$ cat config.mk
export PLATFORM = sky130hd
export DESIGN_NAME = ble_manufacturer_ad_filter_unit
export DESIGN_NICKNAME = d
export VERILOG_FILES = /design/src/rtl/bmaf_pkg.sv /design/src/rtl/bmaf_parser.sv /design/src/rtl/bmaf_out_buf.sv /design/src/rtl/ble_manufacturer_ad_filter_unit.sv
export SDC_FILE = /design/constraint.sdc
export NUM_CORES = 1
export LEC_CHECK = 0
export BUFFER_PORTS_ARGS = -buffer_cell sky130_fd_sc_hd__buf_2
export CORE_MARGIN = 2
export CORE_UTILIZATION = 45
export CTS_CLUSTER_SIZE = 40
export DETAILED_ROUTE_END_ITERATION = 10
export GPL_ROUTABILITY_DRIVEN = 0
export PLACE_DENSITY_LB_ADDON = 0.1
export SYNTH_ARGS = -nofsm -noshare
export SYNTH_HDL_FRONTEND = slang
export SYNTH_SLANG_ARGS = --single-unit
$ cat constraint.sdc
create_clock -name clk -period 3.8 [get_ports clk]
set_clock_uncertainty 0.05 [all_clocks]
set_input_delay 0 -clock clk [delete_from_list [all_inputs] [get_ports clk]]
set_output_delay 0 -clock clk [all_outputs]
set_load 0.01 [all_outputs]
$ cat src/rtl/bmaf_pkg.sv
// Shared types and constants of the BLE manufacturer advertising data filter.
// No dependencies; used by every module of the block.
`default_nettype none

package bmaf_pkg;

  localparam int unsigned ByteW   = 8;
  localparam int unsigned AddrW   = 48;
  localparam int unsigned CompW   = 16;
  localparam int unsigned CfgIdxW = 2;

  localparam logic [ByteW-1:0] AdTypeManuf   = 8'hFF;
  localparam logic [ByteW-1:0] MinManufLen   = 8'd4;
  localparam logic [ByteW-1:0] ManufHdrBytes = 8'd3;
  localparam logic [ByteW-1:0] PayloadOffset = 8'd4;

  // Configuration register indexes
  typedef enum logic [CfgIdxW-1:0] {
    CFG_RECEIVE_ENABLE = 2'd0,
    CFG_RSSI_MINIMUM   = 2'd1,
    CFG_OWN_ADDRESS    = 2'd2,
    CFG_COMPANY_ID     = 2'd3
  } cfg_idx_t;

  typedef struct packed {
    logic              receive_enable;
    logic [ByteW-1:0]  rssi_minimum;
    logic [AddrW-1:0]  own_address;
    logic [CompW-1:0]  company_id;
  } cfg_t;

  typedef struct packed {
    logic             last_of_payload;
    logic [ByteW-1:0] payload_length;
    logic [ByteW-1:0] payload_byte;
  } res_t;

endpackage

`default_nettype wire

$ cat src/rtl/bmaf_parser.sv
// AD structure walker: holds the parse state and forms at most one result per request.
// Depends on bmaf_pkg.
`default_nettype none

module bmaf_parser (
  input  wire logic              clk,
  input  wire logic              rst_n,
  input  wire bmaf_pkg::cfg_t    cfg,
  input  wire logic              accept,
  input  wire logic [7:0]        data_byte,
  input  wire logic              start_of_report,
  input  wire logic [7:0]        report_length,
  input  wire logic [7:0]        signal_strength,
  input  wire logic [47:0]       sender_address,
  output logic                   res_valid,
  output bmaf_pkg::res_t         res
);
  import bmaf_pkg::*;

  logic [ByteW-1:0] left_r, left_nxt;
  logic [ByteW-1:0] off_r, off_nxt;
  logic [ByteW-1:0] len_r, len_nxt;
  logic [ByteW-1:0] type_r, type_nxt;
  logic [ByteW-1:0] low_r, low_nxt;
  logic             match_r, match_nxt;
  logic             stop_r, stop_nxt;

  logic [ByteW-1:0] e_left, e_off, e_len, e_type, e_low;
  logic             e_match, e_stop, drop;
  logic [ByteW:0]   need;

  always_comb begin
    drop = !cfg.receive_enable ||
           ($signed(signal_strength) < $signed(cfg.rssi_minimum)) ||
           (sender_address == cfg.own_address);
    // A start restarts the walk from a clean state before this byte is parsed
    if (start_of_report) begin
      e_left  = report_length;
      e_off   = '0;
      e_len   = '0;
      e_type  = '0;
      e_low   = '0;
      e_match = 1'b0;
      e_stop  = drop;
    end else begin
      e_left  = left_r;
      e_off   = off_r;
      e_len   = len_r;
      e_type  = type_r;
      e_low   = low_r;
      e_match = match_r;
      e_stop  = stop_r;
    end

    left_nxt  = e_left;
    off_nxt   = e_off;
    len_nxt   = e_len;
    type_nxt  = e_type;
    low_nxt   = e_low;
    match_nxt = e_match;
    stop_nxt  = e_stop;
    res_valid = 1'b0;
    res.payload_byte    = data_byte;
    res.payload_length  = e_len - ManufHdrBytes;
    res.last_of_payload = (e_off == e_len);
    need = {1'b0, data_byte} + {{ByteW{1'b0}}, 1'b1};

    if (!e_stop) begin
      if (e_off == '0) begin
        // Length byte: stop on short report, zero length or overrun
        if (e_left <= 8'd1 || data_byte == '0 || need > {1'b0, e_left}) begin
          stop_nxt = 1'b1;
        end else begin
          len_nxt   = data_byte;
          match_nxt = 1'b0;
          off_nxt   = 8'd1;
          left_nxt  = e_left - 8'd1;
        end
      end else begin
        priority if (e_off == 8'd1) begin
          type_nxt = data_byte;
        end else if (e_off == 8'd2) begin
          low_nxt = data_byte;
        end else if (e_off == 8'd3) begin
          if (e_type == AdTypeManuf && e_len >= MinManufLen &&
              {data_byte, e_low} == cfg.company_id) begin
            match_nxt = 1'b1;
          end
        end else if (e_match && e_off >= PayloadOffset) begin
          res_valid = accept;
          if (res.last_of_payload) begin
            stop_nxt = 1'b1;
          end
        end else begin
          stop_nxt = e_stop;
        end
        off_nxt = (e_off >= e_len) ? '0 : e_off + 8'd1;
        if (e_left != '0) begin
          left_nxt = e_left - 8'd1;
        end
      end
    end
  end

  always_ff @(posedge clk) begin
    if (!rst_n) begin
      left_r  <= '0;
      off_r   <= '0;
      len_r   <= '0;
      type_r  <= '0;
      low_r   <= '0;
      match_r <= 1'b0;
      stop_r  <= 1'b1;
    end else if (accept) begin
      left_r  <= left_nxt;
      off_r   <= off_nxt;
      len_r   <= len_nxt;
      type_r  <= type_nxt;
      low_r   <= low_nxt;
      match_r <= match_nxt;
      stop_r  <= stop_nxt;
    end
  end

endmodule

`default_nettype wire

$ cat src/rtl/bmaf_out_buf.sv
// Two-entry result buffer: output register plus skid register.
// Depends on bmaf_pkg.
`default_nettype none

module bmaf_out_buf (
  input  wire logic            clk,
  input  wire logic            rst_n,
  input  wire logic            push,
  input  wire bmaf_pkg::res_t  push_data,
  output logic                 can_accept,
  output logic                 out_valid,
  input  wire logic            out_ready,
  output bmaf_pkg::res_t       out_data
);
  import bmaf_pkg::*;

  logic out_valid_r, skid_valid_r;
  res_t out_data_r, skid_data_r;
  logic pop;

  assign pop        = out_valid_r && out_ready;
  assign can_accept = !skid_valid_r;
  assign out_valid  = out_valid_r;
  assign out_data   = out_data_r;

  always_ff @(posedge clk) begin
    if (!rst_n) begin
      out_valid_r  <= 1'b0;
      skid_valid_r <= 1'b0;
    end else if (!out_valid_r || pop) begin
      // Output slot frees up: drain the skid first
      if (skid_valid_r) begin
        out_valid_r  <= 1'b1;
        skid_valid_r <= 1'b0;
      end else begin
        out_valid_r <= push;
      end
    end else if (push) begin
      skid_valid_r <= 1'b1;
    end
  end

  always_ff @(posedge clk) begin
    if (!out_valid_r || pop) begin
      out_data_r <= skid_valid_r ? skid_data_r : push_data;
    end else if (push) begin
      skid_data_r <= push_data;
    end
  end

endmodule

`default_nettype wire

$ cat src/rtl/ble_manufacturer_ad_filter_unit.sv
// A result is registered in the output buffer before it appears on out_*.
// Throughput: one request per cycle while in_tready is high; state updates on accept.
// A two-entry output buffer keeps in_tready high while one result waits.
// Reset (rst_n low, synchronous): buffer empty, parser idle until a report start,
// registers at receive off, minimum RSSI -128, own address 0, company ID 0xFFFF.
// Depends on bmaf_pkg, bmaf_parser and bmaf_out_buf.
`default_nettype none

module ble_manufacturer_ad_filter_unit (
  input  wire logic        clk,
  input  wire logic        rst_n,
  input  wire logic        in_tvalid,
  output logic             in_tready,
  // [7:0] data_byte, [15:8] report_length, [23:16] signal_strength,
  // [71:24] sender_address
  input  wire logic [71:0] in_tdata,
  // [0] start_of_report
  input  wire logic        in_tuser,
  output logic             out_tvalid,
  input  wire logic        out_tready,
  // [7:0] payload_byte, [15:8] payload_length
  output logic [15:0]      out_tdata,
  output logic             out_tlast,
  input  wire logic        cfg_we,
  input  wire logic [1:0]  cfg_index,
  input  wire logic [47:0] cfg_wdata
);
  import bmaf_pkg::*;

  cfg_t cfg_r;
  logic accept, res_valid;
  res_t res, out_res;

  always_ff @(posedge clk) begin
    if (!rst_n) begin
      cfg_r.receive_enable <= 1'b0;
      cfg_r.rssi_minimum   <= 8'h80;
      cfg_r.own_address    <= '0;
      cfg_r.company_id     <= 16'hFFFF;
    end else if (cfg_we) begin
      unique case (cfg_idx_t'(cfg_index))
        CFG_RECEIVE_ENABLE: cfg_r.receive_enable <= cfg_wdata[0];
        CFG_RSSI_MINIMUM:   cfg_r.rssi_minimum   <= cfg_wdata[ByteW-1:0];
        CFG_OWN_ADDRESS:    cfg_r.own_address    <= cfg_wdata[AddrW-1:0];
        CFG_COMPANY_ID:     cfg_r.company_id     <= cfg_wdata[CompW-1:0];
        default:            cfg_r.company_id     <= cfg_r.company_id;
      endcase
    end
  end

  assign accept = in_tvalid && in_tready;

  bmaf_parser u_parser (
    .clk             (clk),
    .rst_n           (rst_n),
    .cfg             (cfg_r),
    .accept          (accept),
    .data_byte       (in_tdata[7:0]),
    .start_of_report (in_tuser),
    .report_length   (in_tdata[15:8]),
    .signal_strength (in_tdata[23:16]),
    .sender_address  (in_tdata[71:24]),
    .res_valid       (res_valid),
    .res             (res)
  );

  bmaf_out_buf u_out_buf (
    .clk        (clk),
    .rst_n      (rst_n),
    .push       (res_valid),
    .push_data  (res),
    .can_accept (in_tready),
    .out_valid  (out_tvalid),
    .out_ready  (out_tready),
    .out_data   (out_res)
  );

  assign out_tdata = {out_res.payload_length, out_res.payload_byte};
  assign out_tlast = out_res.last_of_payload;

  // A full buffer implies the output register holds a result
  a_skid_implies_out: assert property (@(posedge clk) disable iff (!rst_n)
    !in_tready |-> out_tvalid)
    else $error("skid holds a result while the output register is empty");

  // A start request with receiving disabled must never produce a result
  a_disabled_drop: assert property (@(posedge clk) disable iff (!rst_n)
    (accept && in_tuser && !cfg_r.receive_enable) |-> !res_valid)
    else $error("result produced for a report while receiving is disabled");

  // Results are only ever pushed on an accepted request
  a_push_on_accept: assert property (@(posedge clk) disable iff (!rst_n)
    res_valid |-> accept)
    else $error("result pushed without an accepted request");

  // Every delivered payload carries a nonzero payload length
  a_len_nonzero: assert property (@(posedge clk) disable iff (!rst_n)
    out_tvalid |-> (out_tdata[15:8] != 8'd0))
    else $error("payload length of zero on a delivered result");

endmodule

`default_nettype wire

# [Yosys cells after proc, flatten, opt, wreduce, memory -nomap -nowiden]
# Cells that the tools add are included.
[totals] regBits=151 in_bits=128 wordCells=112
[op_classes] addsub=4 magnitude_cmp=6 n_eq_ne=10 muxes=48 bitwise=2 n_reduce_logical=23
[op_table] cell="two-way mux 8 bit" n=23
[op_table] cell="equality test 48 bit" n=1
[op_table] cell="two-way mux 1 bit" n=24
[op_table] cell="two-way mux 17 bit" n=1
[op_table] cell="equality test 16 bit" n=1
[op_table] cell="equality test 8 x 2 -> 1 bit (second input constant)" n=2
[op_table] cell="greater-or-equal comparator 8 x 3 -> 1 bit (second input constant)" n=2
[op_table] cell="logical NOT 8 bit" n=2
[op_table] cell="AND reduction 2 bit" n=5
[op_table] cell="adder 8 x 1 -> 9 bit (second input constant)" n=1
[op_table] cell="greater-than comparator 9 x 8 -> 1 bit" n=1
[op_table] cell="adder 8 x 1 -> 8 bit (second input constant)" n=1
[op_table] cell="equality test 8 x 1 -> 1 bit (second input constant)" n=1
[op_table] cell="equality test 8 bit" n=1
[op_table] cell="equality test 8 bit (second input constant)" n=1
[op_table] cell="greater-or-equal comparator 8 bit" n=1
[op_table] cell="less-or-equal comparator 8 x 1 -> 1 bit (second input constant)" n=1
[op_table] cell="< comparator 8 bit" n=1
[op_table] cell="nonzero test 8 bit" n=1
[op_table] cell="subtractor 8 x 1 -> 8 bit (second input constant)" n=1
[op_table] cell="subtractor 8 x 2 -> 8 bit (second input constant)" n=1
[op_table] cell="logical AND 1 bit" n=5
[op_table] cell="logical OR 1 bit" n=5
[op_table] cell="equality test 2 bit (second input constant)" n=2
[op_table] cell="other kinds (5)" n=8

# [Longest topological paths before layout]
[logic_depth] depth_word=10 mapped_depth=14

# [By module]
# From an unflattened synthesis, not the netlist that was laid out.
[hier_totals] cells_unflattened=880 hier_area_um2=8265.4
[by_module_without_submodules] mod="bmaf_parser" n_inst=1 cells_per_inst=501 area_per_inst_um2=3997.6 seq_area_each_um2=840.8
[by_module_without_submodules] mod="ble_manufacturer_ad_filter_unit" n_inst=1 cells_per_inst=317 area_per_inst_um2=2910.3 seq_area_each_um2=1461.4
[by_module_without_submodules] mod="bmaf_out_buf" n_inst=1 cells_per_inst=62 area_per_inst_um2=1357.6 seq_area_each_um2=1061.0

# [Least setup slack after synthesis]
# OpenSTA, ideal clock, no wires.
[synth_timing] path_kind="reg2reg" from="reg cfg_r[68] (netlist bit)" to="reg u_out_buf.skid_data_r[0] (netlist bit), enable pin" arrival_time_ps=3156 required_time_ps=3315 path_slack_ps=160 path_stages_with_launch=8 path_cell_list="dfxtp_1 inv_1 ha_1 o211a_1 a211oi_1 o31ai_1 a41oi_2 nor4_1"
[synth_between] elab_chain_len=6
[synth_lines] item="start, declared" line_no="ble_manufacturer_ad_filter_unit.sv:30" text="cfg_t cfg_r;"
[synth_lines] item="< comparator 8 bit" line_no="bmaf_parser.sv:34" text="($signed(signal_strength) < $signed(cfg.rssi_minimum)) ||"
[synth_lines] item="logical OR 1 bit" line_no="bmaf_parser.sv:33" text="drop = !cfg.receive_enable ||"
[synth_lines] item="logical OR 1 bit" line_no="bmaf_parser.sv:34"
[synth_lines] item="two-way mux 1 bit" line_no="bmaf_parser.sv:37" text="if (start_of_report) begin"
[synth_lines] item="two-way mux 1 bit" line_no="bmaf_parser.sv:68" text="if (!e_stop) begin"
[synth_lines] item="AND reduction 2 bit (no line)"
[synth_lines] item="end signal, assigned" line_no="bmaf_out_buf.sv:47" text="skid_data_r <= push_data;"
[synth_lines] item="end, declared" line_no="bmaf_out_buf.sv:18" text="res_t out_data_r, skid_data_r;"
# No other way between the ends.
# A chain may end at the register's enable or synchronous reset.

# [Final worst setup path]
[layout_timing] from="in in_tdata[3]" to="reg u_parser.left_r[0]"
[layout_between] elab_chain_len=6
[layout_lines] item="start, declared" line_no="ble_manufacturer_ad_filter_unit.sv:16" text="input wire logic [71:0] in_tdata,"
[layout_lines] item="adder 8 x 1 -> 9 bit / logical NOT 8 bit (equally long branches)" line_no="bmaf_parser.sv:66, bmaf_parser.sv:71"
[layout_lines] item="greater-than comparator 9 x 8 -> 1 bit / logical OR 1 bit (equally long branches)" line_no="bmaf_parser.sv:71" text="if (e_left <= 8'd1 || data_byte == '0 || need > {1'b0, e_left}) begin"
[layout_lines] item="logical OR 1 bit *" line_no="bmaf_parser.sv:71"
[layout_lines] item="two-way mux 8 bit *" line_no="bmaf_parser.sv:71"
[layout_lines] item="two-way mux 8 bit *" line_no="bmaf_parser.sv:69" text="if (e_off == '0) begin"
[layout_lines] item="two-way mux 8 bit *" line_no="bmaf_parser.sv:68"
[layout_lines] item="end signal, assigned" line_no="bmaf_parser.sv:115" text="left_r <= left_nxt;"
[layout_lines] item="end, declared" line_no="bmaf_parser.sv:20" text="logic [ByteW-1:0] left_r, left_nxt;"
# Every way passes the cells marked *; elsewhere a longest branch is shown, timed or not.

==> metrics.cfg <==
[routing]
drc = 0
final_antenna_net_count = 0
via_per_inst = 5.22
wl_per_cell_um = 15.7
wirelength_um = 20600
drt_iter0_markers = 278
drt_first_pass_iters = 4
route.vias.total = 6853

[cts]
clockBufferDepth = 2
cts_made_buffers = 17
cts_tree = yes
htree_levels = 4
cts.clk_slew.worst_paths_ps = 60
clock_latency_ps = 430
cts-root-buf = clkbuf_16
cts.sinks = 151
cts_resized = 0

[yosys]
synth_area_per_cell_um2 = 8.90
synth-seq-cells = 151
syn_inst = 887
synth_edf_count = 34
synth_seq_area_share = 0.426
synthArstFlopShare = 0
synthesis.area_mm2 = 0.00789
synth_warnings = 0
syn-num-nets = 1048
netlist-cell-type-count = 64
synth_flop_cell = dfxtp_1

[floorplanning]
num_rows = 48
die-area_mm2 = 0.0186
die_h_um = 136
io-pin-count = 147
core_area_mm2 = 0.0172
die_w_um = 136
start_util = 0.458

[global_route]
grt_pass1_vias = 6619
grt_pass1_wl_um = 33100
antenna_found_initial = 0
grt_usage = 0.226
grt_max_degree = 49
grt_overflow = 0

[final_layout]
antennaDiodeCount = 0
post-route-util = 0.580
layout_commonest_cell = nand2_1
drive_above_1_share = 0.207
nNetsFinal = 1235
area_growth_pct = 26.6
instances_no_fill = 1312
layout_common_cells = nand2_1 (185), buf_2 (146), dfxtp_1 (117)

[place]
place_inst = 1220
io_buffers = 146
dpl.hpwl_um = 14500

[power]
clock_power_share = 0.443
netSwitchingFraction = 0.256
internal-power_uw = 2880
sequentialPowerShare = 0.441
p_sw_uw = 991
p_leak_uw = 0.00427
cellPowerDensity_mw_per_mm2 = 388
combPwrFrac = 0.116
p_total_uw = 3870
ir_drop_mv = 0.355

[critical_path]
path_cells = dlygate4sd3_1, buf_2, and3_1, and3_1, nand3_1, xnor2_1, ha_1, nand4_1, or2_2, o211ai_1, a21bo_2, nor3b_4, or4b_1, nand3_1
rr_worst_depth = 9
crit_required_ps = 4120
crit_path_max_incr_delay_ps = 630
worst_setup_path_start_kind = primary input
critPathKind = primary input to flip-flop
r2r_slack_ps = 800
setup.worst_path.end_class = flip-flop
crit_slowest_cell = nor3b_4
timing.rr.start = cfg_r[66]
worstReg2RegEnd = u_parser.len_r[6]
crit_arrival_ps = 3600
crit_path_max_fanout = 19

[flow_run]
maxCapViolCount = 0

[sta]
hold_slack_ps = 32.7
tightest_slew_ps = 1100
final_hold_viol_count = 0
period_share = 0.865
rsz0062_at_grt = no
setup_viol = 0
finalCriticalPeriod_ps = 3290
fin_setup_tns_ps = 0
max_freq_mhz = 304
maxSlewViolCount = 0
slew_headroom = 0.267

[run_status]
status = complete, no violations

[min_path]
hold_end = u_parser.left_r[2]
hold_path_class = primary input to flip-flop
hold_start = in_tdata[10]
hold_depth = 4

[what timing repair did]
item / in CTS / in global routing
setup buffers: 0 / 0
hold endpoints to repair: 117 / 0
hold buffers: 60 / 0
[area by class of cell]
class	count	area (um^2)
Fill cell	1575	7250
Timing Repair Buffer	216	1410
Clock inverter	14	165
Tap cell	225	282
Multi-Input combinational cell	666	4260
Inverter	22	82.6
Clock buffer	18	429
Sequential cell	151	3360
[critical path: cells and delay by family]
family          cells  cell delay (ps)
buf+inv             2              740
simple gates        8             2100
xor+xnor            1              150
fa+ha+maj           1              320
compound gates      2              280
[how the worst max path moves through the flow]
stage                startpoint                  endpoint  cells after the start
finish              in_tdata[3]        u_parser.left_r[0]                     14
global route        in_tdata[3]        u_parser.left_r[0]                     14
CTS                 in_tdata[3]        u_parser.left_r[0]                     14
detailed placement  in_tdata[3]        u_parser.left_r[0]                     13
global placement    in_tdata[3]        u_parser.left_r[0]                     13
floorplan             cfg_r[68]  u_out_buf.skid_data_r[0]                      7
[cell families after synthesis]
kind of cell / after synthesis / share of synthesized area
multiplexers: 42 / 0.0558
AO/OA/AOI/OAI: 139 / 0.116
XOR/XNOR: 75 / 0.0832
flip-flops: 151 / 0.426
adder cells (fa/ha/maj): 33 / 0.0523
AND/OR/NAND/NOR: 377 / 0.231
buffers and inverters: 70 / 0.0354
[synth_stat cells (14+ instances only)]
library cell  instances  share of area
a21oi_1              60          0.038
clkbuf_1             37          0.018
dfxtp_1             117           0.30
edfxtp_1             34           0.13
ha_1                 33          0.052
inv_1                20         0.0095
mux2_2               16          0.023
mux2i_1              26          0.033
nand2_1             185          0.088
nand2b_1             16          0.013
nand3_1              35          0.022
nand4_1              17          0.013
nor2_1               39          0.019
nor2b_1              14          0.011
nor3_1               14         0.0089
nor4_1               15          0.012
o21ai_0              18          0.011
xnor2_1              18          0.020
xor2_1               57          0.063
[power groups by stage]
stage / Combinational, uW / Clock (uW) / Sequential (uW)
after floorplan: 249 / 0 / 1740
after global placement: 399 / 0 / 1740
after detailed placement: 400 / 0 / 1740
after CTS: 450 / 1740 / 1710
after global routing: 500 / 1810 / 1710
final: 450 / 1710 / 1710
[flip-flops by register name (all words and copies together) (netlist names)]
signal / flops
u_parser.len_r: 8
u_out_buf.out_valid: 1
u_out_buf.skid_valid_r: 1
cfg_r: 73
u_out_buf.out_data: 17
u_parser.match_r: 1
u_parser.off_r: 8
u_parser.stop_r: 1
u_parser.left_r: 8
u_out_buf.skid_data_r: 17
u_parser.low_r: 8
u_parser.type_r: 8
[routing by layer]
metal | part of all wire | up-vias | global-route usage
li1 | - | 3481 | -
met1 | 0.45 | 3192 | 0.289
met2 | 0.49 | 154 | 0.386
met3 | 0.040 | 26 | 0.0433
met4 | 0.016 | 0 | 0.0712
met5 | 0 | - | 0
[per-stage QoR]
stage | instance area (um^2) | worst slack, ps
2_1_floorplan | 7890 | 160
3_3_place_gp | 8800 | 718
3_5_place_dp | 8800 | 673
4_1_cts | 9990 | 562
5_1_grt | 9990 | 340
6_report | 9990 | 512
Power figures use the tool's default switching activity.
